**src/sv/spc_pkg.sv**
```systemverilog
`timescale 1ns / 1ps
// ----------------------------------------------------------------------------
// spc_pkg: shared types and constants for the smoothed cursor block
// Field widths, register indexes, reset values and the request structs.
// ----------------------------------------------------------------------------
package spc_pkg;

	localparam int COORD_BITS       = 12;
	localparam int ZONE_BITS        = COORD_BITS;
	localparam int SCREEN_BITS      = 13;
	localparam int WS_BITS          = 4;
	localparam int REG_IDX_BITS     = 3;
	localparam int CFG_DATA_BITS    = 13;
	localparam int DEF_WINDOW_DEPTH = 8;

	localparam logic [WS_BITS-1:0]     RST_WINDOW_SIZE   = WS_BITS'(8);
	localparam logic [ZONE_BITS-1:0]   RST_ZONE_MIN_X    = ZONE_BITS'(0);
	localparam logic [ZONE_BITS-1:0]   RST_ZONE_MAX_X    = ZONE_BITS'(639);
	localparam logic [ZONE_BITS-1:0]   RST_ZONE_MIN_Y    = ZONE_BITS'(0);
	localparam logic [ZONE_BITS-1:0]   RST_ZONE_MAX_Y    = ZONE_BITS'(479);
	localparam logic [SCREEN_BITS-1:0] RST_SCREEN_WIDTH  = SCREEN_BITS'(1920);
	localparam logic [SCREEN_BITS-1:0] RST_SCREEN_HEIGHT = SCREEN_BITS'(1080);

	typedef enum logic [REG_IDX_BITS-1:0] {
		REG_WINDOW_SIZE   = 3'd0,
		REG_ZONE_MIN_X    = 3'd1,
		REG_ZONE_MAX_X    = 3'd2,
		REG_ZONE_MIN_Y    = 3'd3,
		REG_ZONE_MAX_Y    = 3'd4,
		REG_SCREEN_WIDTH  = 3'd5,
		REG_SCREEN_HEIGHT = 3'd6
	} reg_idx_t;

	typedef struct packed {
		logic [COORD_BITS-1:0] pos_x;
		logic [COORD_BITS-1:0] pos_y;
	} pos_t;

	typedef struct packed {
		logic [SCREEN_BITS-1:0] cursor_x;
		logic [SCREEN_BITS-1:0] cursor_y;
	} cursor_t;

	// Per-request control handed from the top level to both axis units.
	typedef struct packed {
		logic               start;
		logic               clear;
		logic               full;
		logic [WS_BITS-1:0] fill;
	} cmd_t;

	function automatic int slot_bits(input int depth);
		return (depth > 1) ? $clog2(depth) : 1;
	endfunction

endpackage

```
**src/sv/smoothed_position_to_cursor.sv**
```systemverilog
`timescale 1ns / 1ps
// ----------------------------------------------------------------------------
// smoothed_position_to_cursor: moving-average smoothing with a range map
// Averages the last window_size points per axis and maps them onto the screen.
// ----------------------------------------------------------------------------
// Each request on pos carries one tracked point. Both axes keep a ring of the
// last N samples (N = window_size, with zero read as one and values above
// WINDOW_DEPTH read as WINDOW_DEPTH) and a running sum; while the ring fills
// the sum is divided by the number of samples held. The truncated average is
// mapped as (avg - zone_min) * screen_extent / (zone_max - zone_min), the
// quotient truncated toward zero, clamped to 0..screen_extent, and forced to
// zero when the zone is empty. Exactly one cursor request comes out per
// point. The two axes run side by side, each in its own bit-serial unit: a
// point passes through the sum update, 16 average quotient bits at the
// default depth, the map setup, 13 shift-add multiply steps, 25 range
// quotient bits and the clamp before it is loaded into the output register.
// The block takes no new point while one is in the serial datapath; a new
// point is taken as soon as the result has moved into the output register,
// even while that result still waits for cursor_ready. Writing window_size
// empties the rings; configuration must be written only while idle, which the
// block itself does not enforce.
// ----------------------------------------------------------------------------
module smoothed_position_to_cursor
	import spc_pkg::*;
#(
	parameter int WINDOW_DEPTH = DEF_WINDOW_DEPTH
) (
	input  logic                     clk,
	input  logic                     arst_n,
	input  logic                     pos_valid,
	output logic                     pos_ready,
	input  pos_t                     pos,
	output logic                     cursor_valid,
	input  logic                     cursor_ready,
	output cursor_t                  cursor,
	input  logic                     cfg_wr_en,
	input  logic [REG_IDX_BITS-1:0]  cfg_index,
	input  logic [CFG_DATA_BITS-1:0] cfg_data
);

	localparam int SLOT_BITS = slot_bits(WINDOW_DEPTH);

	typedef enum logic [2:0] {
		ST_IDLE = 3'b001,
		ST_RUN  = 3'b010,
		ST_HOLD = 3'b100
	} state_t;

	state_t                  state_q;
	logic [WS_BITS-1:0]      ws_q;
	logic [ZONE_BITS-1:0]    zmin_x_q;
	logic [ZONE_BITS-1:0]    zmax_x_q;
	logic [ZONE_BITS-1:0]    zmin_y_q;
	logic [ZONE_BITS-1:0]    zmax_y_q;
	logic [SCREEN_BITS-1:0]  scr_w_q;
	logic [SCREEN_BITS-1:0]  scr_h_q;
	logic [WS_BITS-1:0]      fill_q;
	logic [SLOT_BITS-1:0]    slot_q;
	logic                    cursor_valid_q;
	cursor_t                 cursor_q;

	logic [WS_BITS-1:0]      n_w;
	logic [WS_BITS-1:0]      fill_eff;
	logic [SLOT_BITS-1:0]    slot_eff;
	logic [SLOT_BITS-1:0]    slot_new;
	logic [WS_BITS-1:0]      fill_new;
	cmd_t                    cmd;
	logic [SCREEN_BITS-1:0]  x_res;
	logic [SCREEN_BITS-1:0]  y_res;
	logic                    x_done;
	logic                    y_done;
	logic                    load;

	// Effective window length and ring bookkeeping for the next point.
	always_comb begin
		if (ws_q == '0) begin
			n_w = WS_BITS'(1);
		end else if (int'(ws_q) > WINDOW_DEPTH) begin
			n_w = WS_BITS'(WINDOW_DEPTH);
		end else begin
			n_w = ws_q;
		end
		fill_eff = (fill_q > n_w) ? n_w : fill_q;
		slot_eff = (int'(slot_q) >= int'(n_w)) ? '0 : slot_q;
		slot_new = (int'(slot_eff) + 1 >= int'(n_w)) ? '0 : slot_eff + 1'b1;
		fill_new = (fill_eff == n_w) ? fill_eff : fill_eff + 1'b1;

		cmd.start = pos_valid && pos_ready;
		cmd.clear = cfg_wr_en && (cfg_index == REG_WINDOW_SIZE);
		cmd.full  = (fill_eff == n_w);
		cmd.fill  = fill_new;
	end

	assign pos_ready = (state_q == ST_IDLE);

	// Configuration registers and ring position.
	always_ff @(posedge clk or negedge arst_n) begin
		if (!arst_n) begin
			ws_q     <= RST_WINDOW_SIZE;
			zmin_x_q <= RST_ZONE_MIN_X;
			zmax_x_q <= RST_ZONE_MAX_X;
			zmin_y_q <= RST_ZONE_MIN_Y;
			zmax_y_q <= RST_ZONE_MAX_Y;
			scr_w_q  <= RST_SCREEN_WIDTH;
			scr_h_q  <= RST_SCREEN_HEIGHT;
			fill_q   <= '0;
			slot_q   <= '0;
		end else begin
			if (cfg_wr_en) begin
				unique case (cfg_index)
					REG_WINDOW_SIZE:   ws_q     <= cfg_data[WS_BITS-1:0];
					REG_ZONE_MIN_X:    zmin_x_q <= cfg_data[ZONE_BITS-1:0];
					REG_ZONE_MAX_X:    zmax_x_q <= cfg_data[ZONE_BITS-1:0];
					REG_ZONE_MIN_Y:    zmin_y_q <= cfg_data[ZONE_BITS-1:0];
					REG_ZONE_MAX_Y:    zmax_y_q <= cfg_data[ZONE_BITS-1:0];
					REG_SCREEN_WIDTH:  scr_w_q  <= cfg_data[SCREEN_BITS-1:0];
					REG_SCREEN_HEIGHT: scr_h_q  <= cfg_data[SCREEN_BITS-1:0];
					default: begin
						// drop writes to unknown indexes
					end
				endcase
			end
			if (cmd.clear) begin
				fill_q <= '0;
				slot_q <= '0;
			end else if (cmd.start) begin
				fill_q <= fill_new;
				slot_q <= slot_new;
			end
		end
	end

	spc_axis #(
		.WINDOW_DEPTH(WINDOW_DEPTH)
	) u_axis_x (
		.clk      (clk),
		.arst_n   (arst_n),
		.cmd      (cmd),
		.slot     (slot_eff),
		.pos      (pos.pos_x),
		.zone_min (zmin_x_q),
		.zone_max (zmax_x_q),
		.out_max  (scr_w_q),
		.result   (x_res),
		.done     (x_done)
	);

	spc_axis #(
		.WINDOW_DEPTH(WINDOW_DEPTH)
	) u_axis_y (
		.clk      (clk),
		.arst_n   (arst_n),
		.cmd      (cmd),
		.slot     (slot_eff),
		.pos      (pos.pos_y),
		.zone_min (zmin_y_q),
		.zone_max (zmax_y_q),
		.out_max  (scr_h_q),
		.result   (y_res),
		.done     (y_done)
	);

	// Move the finished point into the output register once it is free;
	// hold it in the axis units while an earlier result still waits.
	assign load = ((state_q == ST_RUN) && x_done && (!cursor_valid_q || cursor_ready))
		|| ((state_q == ST_HOLD) && cursor_ready);

	always_ff @(posedge clk or negedge arst_n) begin
		if (!arst_n) begin
			state_q        <= ST_IDLE;
			cursor_valid_q <= 1'b0;
		end else begin
			unique case (state_q)
				ST_IDLE: begin
					if (cmd.start) begin
						state_q <= ST_RUN;
					end
				end
				ST_RUN: begin
					if (x_done) begin
						state_q <= load ? ST_IDLE : ST_HOLD;
					end
				end
				ST_HOLD: begin
					if (cursor_ready) begin
						state_q <= ST_IDLE;
					end
				end
				default: begin
					state_q <= ST_IDLE;
				end
			endcase
			if (load) begin
				cursor_valid_q <= 1'b1;
			end else if (cursor_ready) begin
				cursor_valid_q <= 1'b0;
			end
		end
	end

	always_ff @(posedge clk) begin
		if (load) begin
			cursor_q.cursor_x <= x_res;
			cursor_q.cursor_y <= y_res;
		end
	end

	assign cursor_valid = cursor_valid_q;
	assign cursor       = cursor_q;

	a_ring_bounds: assert property (@(posedge clk) disable iff (!arst_n)
		(fill_q <= n_w) && (int'(slot_q) < int'(n_w)))
		else $error("ring position or fill count beyond window");

	a_axes_lockstep: assert property (@(posedge clk) disable iff (!arst_n)
		x_done == y_done)
		else $error("axis units out of step");

	a_done_in_run: assert property (@(posedge clk) disable iff (!arst_n)
		x_done |-> (state_q == ST_RUN))
		else $error("axis result arrived outside a running point");

	a_one_point: assert property (@(posedge clk) disable iff (!arst_n)
		(pos_valid && pos_ready) |=> !pos_ready)
		else $error("second point taken while one is in flight");

endmodule

```
**src/sv/spc_axis.sv**
```systemverilog
`timescale 1ns / 1ps
// ----------------------------------------------------------------------------
// spc_axis: one coordinate of the smoothed cursor map
// Sample ring, running sum, bit-serial average divide, serial multiply by
// the screen extent and bit-serial range divide, then clamp.
// ----------------------------------------------------------------------------
module spc_axis
	import spc_pkg::*;
#(
	parameter int WINDOW_DEPTH = DEF_WINDOW_DEPTH
) (
	input  logic                               clk,
	input  logic                               arst_n,
	input  cmd_t                               cmd,
	input  logic [slot_bits(WINDOW_DEPTH)-1:0] slot,
	input  logic [COORD_BITS-1:0]              pos,
	input  logic [ZONE_BITS-1:0]               zone_min,
	input  logic [ZONE_BITS-1:0]               zone_max,
	input  logic [SCREEN_BITS-1:0]             out_max,
	output logic [SCREEN_BITS-1:0]             result,
	output logic                               done
);

	localparam int WS_MAX    = (1 << WS_BITS) - 1;
	localparam int NMAX      = (WINDOW_DEPTH < WS_MAX) ? WINDOW_DEPTH : WS_MAX;
	localparam int SUM_BITS  = COORD_BITS + $clog2(NMAX + 1);
	localparam int DIFF_BITS = COORD_BITS + 1;
	localparam int PROD_BITS = COORD_BITS + SCREEN_BITS;
	localparam int DVD_BITS  = (PROD_BITS > SUM_BITS) ? PROD_BITS : SUM_BITS;
	localparam int DIVR_BITS = COORD_BITS;
	localparam int CNT_BITS  = $clog2(DVD_BITS);

	typedef enum logic [6:0] {
		A_IDLE = 7'b0000001,
		A_SUM  = 7'b0000010,
		A_AVG  = 7'b0000100,
		A_PREP = 7'b0001000,
		A_MUL  = 7'b0010000,
		A_DIV  = 7'b0100000,
		A_FIN  = 7'b1000000
	} ax_state_t;

	ax_state_t               state_q;
	logic [COORD_BITS-1:0]   hist_mem [WINDOW_DEPTH];
	logic [COORD_BITS-1:0]   old_q;
	logic [COORD_BITS-1:0]   pos_q;
	logic                    full_q;
	logic [SUM_BITS-1:0]     sum_q;
	logic [DVD_BITS-1:0]     dvd_q;
	logic [DIVR_BITS-1:0]    rem_q;
	logic [DIVR_BITS-1:0]    divr_q;
	logic [CNT_BITS-1:0]     cnt_q;
	logic [COORD_BITS-1:0]   mcand_q;
	logic [PROD_BITS-1:0]    prod_q;
	logic                    neg_q;
	logic                    zero_q;
	logic [SCREEN_BITS-1:0]  result_q;
	logic                    done_q;

	logic [SUM_BITS-1:0]     sum_nxt;
	logic [DIVR_BITS:0]      rem_sh;
	logic [DIVR_BITS+1:0]    trial;
	logic                    take;
	logic [DIVR_BITS-1:0]    rem_nxt;
	logic [DVD_BITS-1:0]     dvd_nxt;
	logic [COORD_BITS-1:0]   avg;
	logic [DIFF_BITS-1:0]    diff;
	logic [DIFF_BITS-1:0]    den;
	logic [DIFF_BITS-1:0]    diff_abs;
	logic [DIFF_BITS-1:0]    den_abs;
	logic [COORD_BITS:0]     padd;
	logic [PROD_BITS-1:0]    prod_nxt;
	logic [PROD_BITS-1:0]    quo;

	// Ring of samples; the read returns the entry being replaced.
	always_ff @(posedge clk) begin
		if (cmd.start) begin
			old_q          <= hist_mem[slot];
			hist_mem[slot] <= pos;
		end
	end

	always_comb begin
		sum_nxt  = sum_q - (full_q ? SUM_BITS'(old_q) : '0) + SUM_BITS'(pos_q);

		// one restoring-division step
		rem_sh   = {rem_q, dvd_q[DVD_BITS-1]};
		trial    = {1'b0, rem_sh} - {2'b00, divr_q};
		take     = !trial[DIVR_BITS+1];
		rem_nxt  = take ? trial[DIVR_BITS-1:0] : rem_sh[DIVR_BITS-1:0];
		dvd_nxt  = {dvd_q[DVD_BITS-2:0], take};

		avg      = dvd_q[COORD_BITS-1:0];
		diff     = {1'b0, avg} - {1'b0, zone_min};
		den      = {1'b0, zone_max} - {1'b0, zone_min};
		diff_abs = diff[DIFF_BITS-1] ? -diff : diff;
		den_abs  = den[DIFF_BITS-1] ? -den : den;

		// one shift-add multiply step
		padd     = {1'b0, prod_q[PROD_BITS-1:SCREEN_BITS]}
			+ (prod_q[0] ? {1'b0, mcand_q} : '0);
		prod_nxt = {padd, prod_q[SCREEN_BITS-1:1]};

		quo      = dvd_q[PROD_BITS-1:0];
	end

	always_ff @(posedge clk or negedge arst_n) begin
		if (!arst_n) begin
			state_q <= A_IDLE;
			sum_q   <= '0;
			done_q  <= 1'b0;
		end else begin
			done_q <= 1'b0;
			unique case (state_q)
				A_IDLE: begin
					if (cmd.start) begin
						state_q <= A_SUM;
					end
				end
				A_SUM: begin
					sum_q   <= sum_nxt;
					state_q <= A_AVG;
				end
				A_AVG: begin
					if (cnt_q == '0) begin
						state_q <= A_PREP;
					end
				end
				A_PREP: begin
					state_q <= A_MUL;
				end
				A_MUL: begin
					if (cnt_q == '0) begin
						state_q <= A_DIV;
					end
				end
				A_DIV: begin
					if (cnt_q == '0) begin
						state_q <= A_FIN;
					end
				end
				A_FIN: begin
					done_q  <= 1'b1;
					state_q <= A_IDLE;
				end
				default: begin
					state_q <= A_IDLE;
				end
			endcase
			if (cmd.clear) begin
				sum_q <= '0;
			end
		end
	end

	// Datapath registers; sequenced by the state above.
	always_ff @(posedge clk) begin
		unique case (state_q)
			A_IDLE: begin
				if (cmd.start) begin
					pos_q  <= pos;
					full_q <= cmd.full;
					divr_q <= DIVR_BITS'(cmd.fill);
				end
			end
			A_SUM: begin
				dvd_q <= DVD_BITS'(sum_nxt) << (DVD_BITS - SUM_BITS);
				rem_q <= '0;
				cnt_q <= CNT_BITS'(SUM_BITS - 1);
			end
			A_AVG, A_DIV: begin
				dvd_q <= dvd_nxt;
				rem_q <= rem_nxt;
				cnt_q <= cnt_q - 1'b1;
			end
			A_PREP: begin
				neg_q   <= diff[DIFF_BITS-1] ^ den[DIFF_BITS-1];
				zero_q  <= (den == '0);
				mcand_q <= diff_abs[COORD_BITS-1:0];
				divr_q  <= den_abs[DIVR_BITS-1:0];
				prod_q  <= {{COORD_BITS{1'b0}}, out_max};
				cnt_q   <= CNT_BITS'(SCREEN_BITS - 1);
			end
			A_MUL: begin
				prod_q <= prod_nxt;
				if (cnt_q == '0) begin
					dvd_q <= DVD_BITS'(prod_nxt) << (DVD_BITS - PROD_BITS);
					rem_q <= '0;
					cnt_q <= CNT_BITS'(PROD_BITS - 1);
				end else begin
					cnt_q <= cnt_q - 1'b1;
				end
			end
			A_FIN: begin
				// negative quotients and an empty zone clamp to zero
				if (zero_q || neg_q) begin
					result_q <= '0;
				end else if (quo > PROD_BITS'(out_max)) begin
					result_q <= out_max;
				end else begin
					result_q <= quo[SCREEN_BITS-1:0];
				end
			end
			default: begin
			end
		endcase
	end

	assign result = result_q;
	assign done   = done_q;

endmodule

```
**config.mk**
```make
export PLATFORM = sky130hd
export DESIGN_NAME = smoothed_position_to_cursor
export DESIGN_NICKNAME = d
export VERILOG_FILES = /design/src/sv/spc_pkg.sv /design/src/sv/smoothed_position_to_cursor.sv /design/src/sv/spc_axis.sv
export SDC_FILE = /design/constraint.sdc
export NUM_CORES = 1
export LEC_CHECK = 0
export ABC_AREA = 1
export CORE_MARGIN = 3
export CORE_UTILIZATION = 55
export DETAILED_ROUTE_END_ITERATION = 16
export DONT_BUFFER_PORTS = 1
export HOLD_SLACK_MARGIN = 0.08
export PLACE_DENSITY = 0.77
export SLEW_MARGIN = 20
export SYNTH_ARGS = -nofsm -noshare
export SYNTH_HDL_FRONTEND = slang
export SYNTH_SLANG_ARGS = --single-unit
```
**constraint.sdc**
```tcl
create_clock -name clk -period 4.7 [get_ports clk]
set_input_delay 0.47 -clock clk [delete_from_list [all_inputs] [get_ports clk]]
set_output_delay 0.47 -clock clk [all_outputs]
set_load 0.02 [all_outputs]
```
## After elaboration in Yosys (flattened, before gate mapping)

Memories as Yosys holds them, arrays and structs flattened. A register that Yosys moved wholly into a read port is not among the register bits.
Index checks and enable logic that the tools add are counted.

| cells by class | value |
|---|---|
| bitwise operators | 2 |
| add/subtract/negate cells | 21 |
| reductions and logical operators | 48 |
| equality and inequality tests | 35 |
| $lt $le $gt $ge | 6 |
| multiplexer cells | 62 |

Operators with widths:

| kind | number |
|---|---|
| $mux W12 | 13 |
| $pmux W25 S3 | 2 |
| $pmux W25 S2 | 2 |
| $pmux W7 S6 | 2 |
| $pmux W12 S3 | 2 |
| $mux W16 | 4 |
| $sub A12 B12 Y13 | 4 |
| $gt A25 B13 Y1 | 2 |
| $mux W25 | 2 |
| $mux W7 | 7 |
| $neg A12 Y12 | 4 |
| $pmux W12 S2 | 2 |
| $pmux W5 S4 | 2 |
| $add A16 B12 Y16 | 2 |
| $sub A16 B16 Y16 | 2 |
| $sub A13 B12 Y14 | 2 |
| $add A12 B13 Y13 | 2 |
| $logic_not A13 Y1 | 2 |
| $mux W13 | 2 |
| $reduce_and A2 Y1 | 13 |
| $mux W3 | 8 |
| $mux W4 | 6 |
| $ne A2 B1 Y1 const B | 8 |
| $reduce_bool A2 Y1 | 8 |
| other kinds (35) | 71 |

| storage, ports and cells | value |
|---|---|
| word-level logic and storage cells | 216 |
| flip-flop bits (word level) | 400 |
| output and inout bits | 28 |
| memory bits (writable) | 192 |
| memories kept | 2 |

Memory list:

| name | words | width | read ports | clocked after Yosys merged registers in | wr ports | RTL line | text |
|---|---|---|---|---|---|---|---|
| u_axis_x.hist_mem | 8 | 12 | 1 | 1 | 1 | spc_axis.sv:44 | `logic [COORD_BITS-1:0] hist_mem [WINDOW_DEPTH];` |
| u_axis_y.hist_mem | 8 | 12 | 1 | 1 | 1 | spc_axis.sv:44 |  |

## Depth between registers and ports, before layout

Gate-level depths: netlist (run 1).

| logic depth | value |
|---|---|
| word-level depth | 10 |
| depth in mapped cells | 18 |
| mapped depth without buffers | 17 |

## Hierarchy

From an unflattened synthesis (run 1), not the netlist that was laid out.

| unflattened totals | value |
|---|---|
| cell total of the unflattened synthesis | 3,660 |
| area total of the unflattened synthesis | 33,674.8 um^2 |

By module, submodules not included:

| module | area each (um^2) | cells an instance | times used | seq. area each (um^2) |
|---|---|---|---|---|
| spc_axis at u_axis_y | 14,446.4 | 1,601 | 1 | 7,418.4 |
| spc_axis at u_axis_x | 14,441.4 | 1,592 | 1 | 7,418.4 |
| smoothed_position_to_cursor | 4,787.1 | 467 | 1 | 3,040.4 |

## Worst setup path before layout (run 1)

Ideal clock, no wire load.

| timing | value |
|---|---|
| kind | register to register |
| from | register u_axis_x.state_q[1] |
| to | register u_axis_x.dvd_q[0] (enable) |
| period minus slack after synthesis | 3,579 ps |
| buffers on the path | 1 |
| cell stages (with the launch flop) | 11 |
| arrival | 3,136 ps |
| library setup time | 444 ps |
| slack | 1,121 ps |
| required time | 4,256 ps |
| cells stage by stage | dfrtp_1 nor2_1 nand2_1 nor4_1 inv_1 nand2_2 inv_2 nand2_1 inv_1 buf_2 a21oi_1 |

| between the ends | value |
|---|---|
| cells in the longest elaborated chain, start to end | 4 |
| elaborated cells on any way between the ends | 8 |
| classes of those cells | 5 x eq/ne; 3 x reduce/logical |

Ends and longest elaborated chain:

| element | RTL line | text |
|---|---|---|
| start: declaration | spc_axis.sv:43 | `ax_state_t state_q;` |
| start signal: assignment | spc_axis.sv:109 | `state_q <= A_IDLE;` |
| start signal: assignment | spc_axis.sv:117 | `state_q <= A_SUM;` |
| start signal: assignment | spc_axis.sv:122 | `state_q <= A_AVG;` |
| $eq A7 B3 Y1 or $eq A7 B6 Y1 (tied branches) | spc_axis.sv:158 | `unique case (state_q)` |
| $reduce_or A2 Y1 | spc_axis.sv:158 |  |
| $reduce_bool A3 Y1 (no line) | n/a |  |
| $reduce_and A2 Y1 (no line) * | n/a |  |
| end signal: assignment | spc_axis.sv:167 | `dvd_q <= DVD_BITS'(sum_nxt) << (DVD_BITS - SUM_BITS);` |
| end signal: assignment | spc_axis.sv:172 | `dvd_q <= dvd_nxt;` |
| end signal: assignment | spc_axis.sv:187 | `dvd_q <= DVD_BITS'(prod_nxt) << (DVD_BITS - PROD_BITS);` |
| end: declaration | spc_axis.sv:49 | `logic [DVD_BITS-1:0] dvd_q;` |

Every way passes the cells marked *; elsewhere a longest branch is shown, timed or not.
A chain may end at the register's enable or synchronous reset.

## Worst setup path in the final report (run 1)

| timing | value |
|---|---|
| from | register ws_q[3] |
| to | memory u_axis_x.hist_mem[6][9] (enable) |

| between the ends | value |
|---|---|
| cells in the longest elaborated chain, start to end | 5 |
| elaborated cells on any way between the ends | 6 |
| classes of those cells | 2 x order compare; 3 x mux; 1 x reduce/logical |

Ends and longest elaborated chain:

| element | RTL line | text |
|---|---|---|
| start: declaration | smoothed_position_to_cursor.sv:50 | `logic [WS_BITS-1:0] ws_q;` |
| start signal: assignment | smoothed_position_to_cursor.sv:111 | `REG_WINDOW_SIZE: ws_q <= cfg_data[WS_BITS-1:0];` |
| $gt A4 B4 Y1 | smoothed_position_to_cursor.sv:78 | `end else if (int'(ws_q) > WINDOW_DEPTH) begin` |
| $mux W4 | smoothed_position_to_cursor.sv:78 |  |
| $mux W4 * | smoothed_position_to_cursor.sv:76 | `if (ws_q == '0) begin` |
| $ge A3 B4 Y1 * | smoothed_position_to_cursor.sv:84 | `slot_eff = (int'(slot_q) >= int'(n_w)) ? '0 : slot_q;` |
| $mux W3 * | smoothed_position_to_cursor.sv:84 |  |
| end: declaration | spc_axis.sv:44 |  |

Marked as above.

==> run metrics, run 1 <==
status completed; GRT Residual Overflow 0; Overall Power 21700 uW; fin crit period 3.62 ns; wl on met1 34800 um; I/O Buffers 0; adder-cell area share of the yosys netlist 8.43%; layout cells sized above 1 6.06%; RSZ-0062 raised after global routing no; Main synth FF type edfxtp_1; Arrival @ worst endpoint 3.93 ns; f_max 276 MHz; CP required 5.00 ns; DRT antenna net count 0; Core Region 59600 um2; cells after synthesis 3551; Synth top area share 43.1%; gpl congestion 0.922; Synth warnings 0; worst reg-to-reg setup slack 1.08 ns; R2R depth 11; asr flop ratio synth 22.1%; drt drc 0; xor and xnor area share after synthesis 1.91%; worst setup path startpoint ws_q[3]$_DFFE_PN1P_; Post-Synth Simple-Gate Area 18.3%; width of the die 253 um; Vias/cell 5.56; Reg clk slew, reported paths 0.06 ns; Synth Area in Compound Gates 10.4%; class of the most critical hold timing path in -> reg; clock buffer depth 3; max cap viols 0; Max-slew headroom 32.1%; Via Count 24600; pin slew with the least headroom to its limit 1.02 ns; sequential share of the synthesized area 53.4%; area leader, netlist edfxtp_1; Initial Util 56.1%; Reg-to-Reg End u_axis_x.hist_mem[6][9]$_DFFE_PP_; FP Rows 89; vias in the first global route 22700; routed length on met3 6050 um; CP Capture Type flip-flop; worst r2r src ws_q[3]$_DFFE_PN1P_; first-pass GRT wire length 121000 um; largest net degree at the start of global routing 137; CTS tree yes; initial drt markers 2343; Placed Cells incl. Taps 4271; post-synthesis mux area share 0%; # IOs 73; endpoints failing hold 0; PostCTS Resize Cnt 0; fin crit share 77.1%; Syn Area/Cell 9.41 um2; Die Ht 253 um; first-pass detailed-route iteration total 5; Setup TNS 0 ns; Max VDD drop 0.359 mV; post-layout instance area 36800 um2; commonest cells in the netlist nand2_1, inv_1, edfxtp_1; clock sink count 616; Pleak 0.0160 uW; nets 3845; Num CTS Buffers 67; worst-skew pair later-pin latency 0.61 ns; setup violators final 0; Post-Layout Cell Count 4422; met2 wire len 33400 um; total wire length 76200 um; max-slew violations 0; Post-Syn Area 33400 um2; post-DP HPWL 53600 um; highest routed layer met5; H-tree Lvls 3; Worst setup SP type flip-flop; placed cell area 34300 um2; critical path class reg -> reg; postcts setup bufs 0; routed len/inst 17.2 um; hold-fix buffers at CTS 27; die area 63800 um2; Clock Skew 0.0216 ns; syn_nets 3802; clock root buffer clkbuf_16; post-synthesis cell type count 59; top cells by area, synth edfxtp_1, dfrtp_1, nand2_1; area growth from synthesis to layout 10.0%; EDFF count, synth 480; cell with the most instances after synthesis nand2_1; Worst Path Max Fanout 25; Synth Register Bits 616; largest family of logic cells by synthesized area simple AND/OR/NAND/NOR gates; crit path to u_axis_x.hist_mem[6][9]$_DFFE_PP_; Power per Cell Area 591 nW/um2; GRT Util Overall 23.9%; initial antenna violation count 3
-- cell usage in the layout, fill, tap and decap left out, types with 11 or more instances in the layout --
cell type and n:
clkbuf_16 69, dlygate4sd3_1 26, nand4_1 57, nand3b_1 17
ha_1 174, inv_2 11, a21o_1 14, dfrtp_1 108
buf_4 27, or2_1 75, a21oi_1 148, nand3_1 178
clkbuf_1 19, nor2_2 17, fa_1 32, o21ai_1 25
nand2_1 697, o211ai_1 91, xor2_1 43, inv_1 552
o22ai_1 17, edfxtp_1 480, xnor2_1 26, dfstp_2 28
nor2_1 279, o21bai_1 11, o21ai_0 266, nor3_1 38
-- worst max-delay path, cell delays in order (launching register included) --
cell	delay, ns
dfstp_2	0.55
inv_2	0.10
nand2_1	0.23
ha_1	0.31
inv_1	0.08
o21bai_2	0.07
a31oi_4	0.22
nand3_2	0.20
nor2_4	0.49
inv_1	0.22
nor2_2	0.52
buf_4	0.32
-- flip-flops by register name, summed over array words and instances, names as in the netlist, 16 cells and up --
signal	count
u_axis_x.prod_q	25
u_axis_y.prod_q	25
u_axis_y.sum_q	16
u_axis_y.dvd_q	25
u_axis_y.hist_mem	96
u_axis_x.dvd_q	25
u_axis_x.sum_q	16
u_axis_x.hist_mem	96
cursor	26
-- cells by family after synthesis --
| family | after synthesis |
|---|---|
| fa+ha+maj | 206 |
| compound gates | 611 |
| simple gates | 1400 |
| buf+inv | 647 |
| xor+xnor | 71 |
| flops | 616 |
-- stage by stage --
stage	hold WS, ns	worst slack [ns]	utilization, %
2_1_floorplan	0.174	1.12	-
3_3_place_gp	0.180	1.18	57.5
3_5_place_dp	0.179	1.15	57.5
4_1_cts	0.104	1.09	61.7
5_1_grt	0.167	0.797	61.7
6_report	0.158	1.08	61.7
-- power by group --
part           internal, uW  total [uW]  switching [uW]
logic                  3090        8940            5860
registers              7110        7530             423
clock network          3100        5250            2150
-- worst min path at each step --
stage / startpoint / to / cells past startpoint
after floorplan: arst_n / cursor_valid$_DFFE_PN0P_ / 0
after global placement: arst_n / u_axis_y.sum_q[15]$_DFFE_PN0P_ / 0
after detailed placement: arst_n / u_axis_y.sum_q[15]$_DFFE_PN0P_ / 0
after CTS: pos_valid / state_q[0]$_DFFE_PN1P_ / 3
after global routing: cfg_data[12] / scr_h_q[12]$_DFFE_PN0P_ / 2
final: cfg_data[12] / scr_w_q[12]$_DFFE_PN0P_ / 2
-- cell type report --
class,instances,area [um2]
tap,773,967
clock buffer,91,1840
multi-input combinational,2288,13100
fill,4717,22800
timing repair buffer,54,490
sequential,616,17900
antenna,3,7.51
inverter,567,2130
clock inverter,30,347
-- layer usage --
layer,vias up,GRT usage (%)
met5,-,0
met4,4,6.71
met3,127,4.93
met2,834,36.5
met1,11600,35.0
li1,12100,-
Note: power is estimated with default switching activity, not from simulation.
==> run 2, diff against run 1 <==
clock period = 3.8 ns   (was 4.7 ns; I/O delays follow)
==> run 2 against run 1 <==
Net effect: sequential power increased by 24%; combinational power rose by 24%; power grew 24%; die area is the same.
==> run metrics, run 2 (same netlist as run 1, synthesis figures left out) <==
Num CTS Buffers 67 (unchanged); Vias/cell 5.57 (+0.24%); first-pass detailed-route iteration total 6 (+1); Max-slew headroom 35.1% (+3.1 points); commonest non-fill, non-tap cell in the layout nand2_1; max-slew violations 0 (unchanged); Layout fillers 4722 (+0.11%); slowest stage delay, CP 0.57 ns (+0.02 ns); GRT Residual Overflow 0 (unchanged); largest net degree at the start of global routing 137 (unchanged); initial drt markers 2194 (-6.4%); # IOs 73 (unchanged); routed len/inst 17.5 um (+1.5%); Worst setup SP type flip-flop; CP delay by family, top compound AO/OA/AOI/OAI gates; CP required 4.33 ns (-0.67 ns); Reg clk slew, reported paths 0.06 ns (about the same); routed length on met3 6560 um (+8.4%); Pint 16400 uW (+23%); total wire length 77800 um (+2.0%); Power per Cell Area 727 nW/um2 (+23%); Clock Skew 0.0221 ns (+0.000560 ns); Via Count 24800 (+0.70%); placed cell area 34400 um2 (+0.38%); highest routed layer met5; drt drc 0 (unchanged); layout cells sized above 1 6.79% (+0.73 points); Setup TNS 0 ns (unchanged); worst-skew pair later-pin latency 0.62 ns (about the same); clock root buffer clkbuf_16; Comb power frac 41.2% (about the same); clock sink count 616 (unchanged); GRT Util Overall 24.6% (+0.63 points); nets 3862 (+0.44%); wl on met1 34800 um (-0.17%); critical-path cell list inv_2 -> nand2_2 -> ha_1 -> inv_1 -> o21bai_2 -> a31oi_4 -> nand3_4 -> inv_2 -> clkbuf_8 -> ha_1 -> inv_1 -> a21boi_0 -> o21ai_0 -> nand2_1 -> a21oi_1 -> nand2_1 -> o22ai_1; Die Ht 253 um (unchanged); RSZ-0062 raised after global routing no; gpl congestion 0.903 (-2.0%); H-tree Lvls 3 (unchanged); I/O Buffers 0 (unchanged); setup violators final 0 (unchanged); endpoints failing hold 0 (unchanged); CP Capture Type flip-flop; vias in the first global route 23300 (+2.7%); Arrival @ worst endpoint 3.98 ns (+0.05 ns); first-pass GRT wire length 124000 um (+2.4%); sequential share of power 34.7% (about the same); critical path class reg -> reg; class of the most critical hold timing path in -> reg; WP buf/inv 5 (+1); status completed; Max VDD drop 0.675 mV (+88%); Core Region 59600 um2 (unchanged); FP Rows 89 (unchanged); Sw Ratio 39.0% (+0.14 points); fin crit share 90.9% (+14 points); Initial Util 56.1% (unchanged); DRT antenna net count 0 (unchanged); most frequent cells in the layout nand2_1, inv_1, edfxtp_1; CTS tree yes; Pleak 0.0162 uW (+0.70%); slowest stage cell, crit path dfstp_2; pin slew with the least headroom to its limit 0.972 ns (-0.0461 ns); die area 63800 um2 (unchanged); post-DP HPWL 53700 um (+0.30%); Clock Power Share 24.1% (about the same); total net switching power 10500 uW (+24%); fin crit period 3.45 ns (-0.168 ns); area growth from synthesis to layout 10.5%; met2 wire len 34100 um (+2.1%); max cap viols 0 (unchanged); clock buffer depth 3 (unchanged); post-layout instance area 36900 um2 (+0.47%); Overall Power 26800 uW (+24%); postcts setup bufs 0 (unchanged); width of the die 253 um (unchanged); Worst Path Max Fanout 50 (+100%); f_max 289 MHz (+4.8%); initial antenna violation count 9 (+6); worst hold slack 0.120 ns (-0.0378 ns)
[run 2: timing repair]
item / CTS / global route
hold endpoints to repair: 356 / 0
hold buffers: 29 / 0
resized for setup: 0 / 3
setup endpoints to repair: 0 / 3
[run 2: worst paths after layout]
check                                                       from                      end  slack, ns  cells after the start
worst max-delay path                         ws_q[3]$_DFFE_PN1P_    slot_q[2]$_DFFE_PN0P_       0.35                     17
worst min-delay path                                cursor_ready   state_q[0]$_DFFE_PN1P_       0.12                      4
worst max register to register               ws_q[3]$_DFFE_PN1P_    slot_q[2]$_DFFE_PN0P_       0.35                     17
worst min register to register  u_axis_x.result[8]$_SDFFCE_PP0P_     cursor[21]$_DFFE_PP_       0.42                      0
max in group asynchronous                                 arst_n  zmin_y_q[2]$_DFFE_PN0P_       2.63                      2
min in group asynchronous                                 arst_n  scr_h_q[12]$_DFFE_PN0P_       0.44                      2
[run 2: layout make-up]
type                    count  area (um2)  share of cell area (%)
flip-flops and latches    616       17900                    48.3
multi-input cells        2289       13100                    35.6
inverters                 567        2130                    5.76
clock buffers              82        1830                    4.94
well taps                 773         967                    2.62
repair buffers             70         647                    1.75
clock inverters            41         362                   0.979
diodes                      4        10.0                  0.0271
[run 2: worst register-to-register path, delay by kind of cell, from the launching register on]
| kind | cells | cell delay (ns) |
|---|---|---|
| AOI/OAI and AO/OA | 6 | 0.87 |
| adders and majority gates | 2 | 0.59 |
| buffers and inverters | 5 | 0.75 |
| DFF | 1 | 0.57 |
| and+or+nand+nor | 4 | 0.62 |
[run 2: metrics by stage]
stage,cells,setup slack [ns],utilization (%)
floorplan,3551,0.221,-
global placement,4285,0.192,57.8
detailed placement,4285,0.111,57.8
CTS,4437,0.0763,62.0
global route,4440,0.0160,62.0
finish,4442,0.345,62.0
[run 2: power by group through the flow]
stage                     clock network (uW)  logic, uW  registers (uW)
after detailed placement                   0      10700            9430
after global placement                     0      10500            9420
final                                   6470      11100            9320
after global routing                    6820      12600            9420
after floorplan                            0       8420            9260
after CTS                               6570      11000            9310
[run 2: per-layer routing]
| metal | up-vias | track usage, % |
|---|---|---|
| li1 | 12100 | - |
| met1 | 11600 | 35.4 |
| met2 | 848 | 37.2 |
| met3 | 154 | 5.87 |
| met4 | 12 | 7.51 |
| met5 | - | 0 |
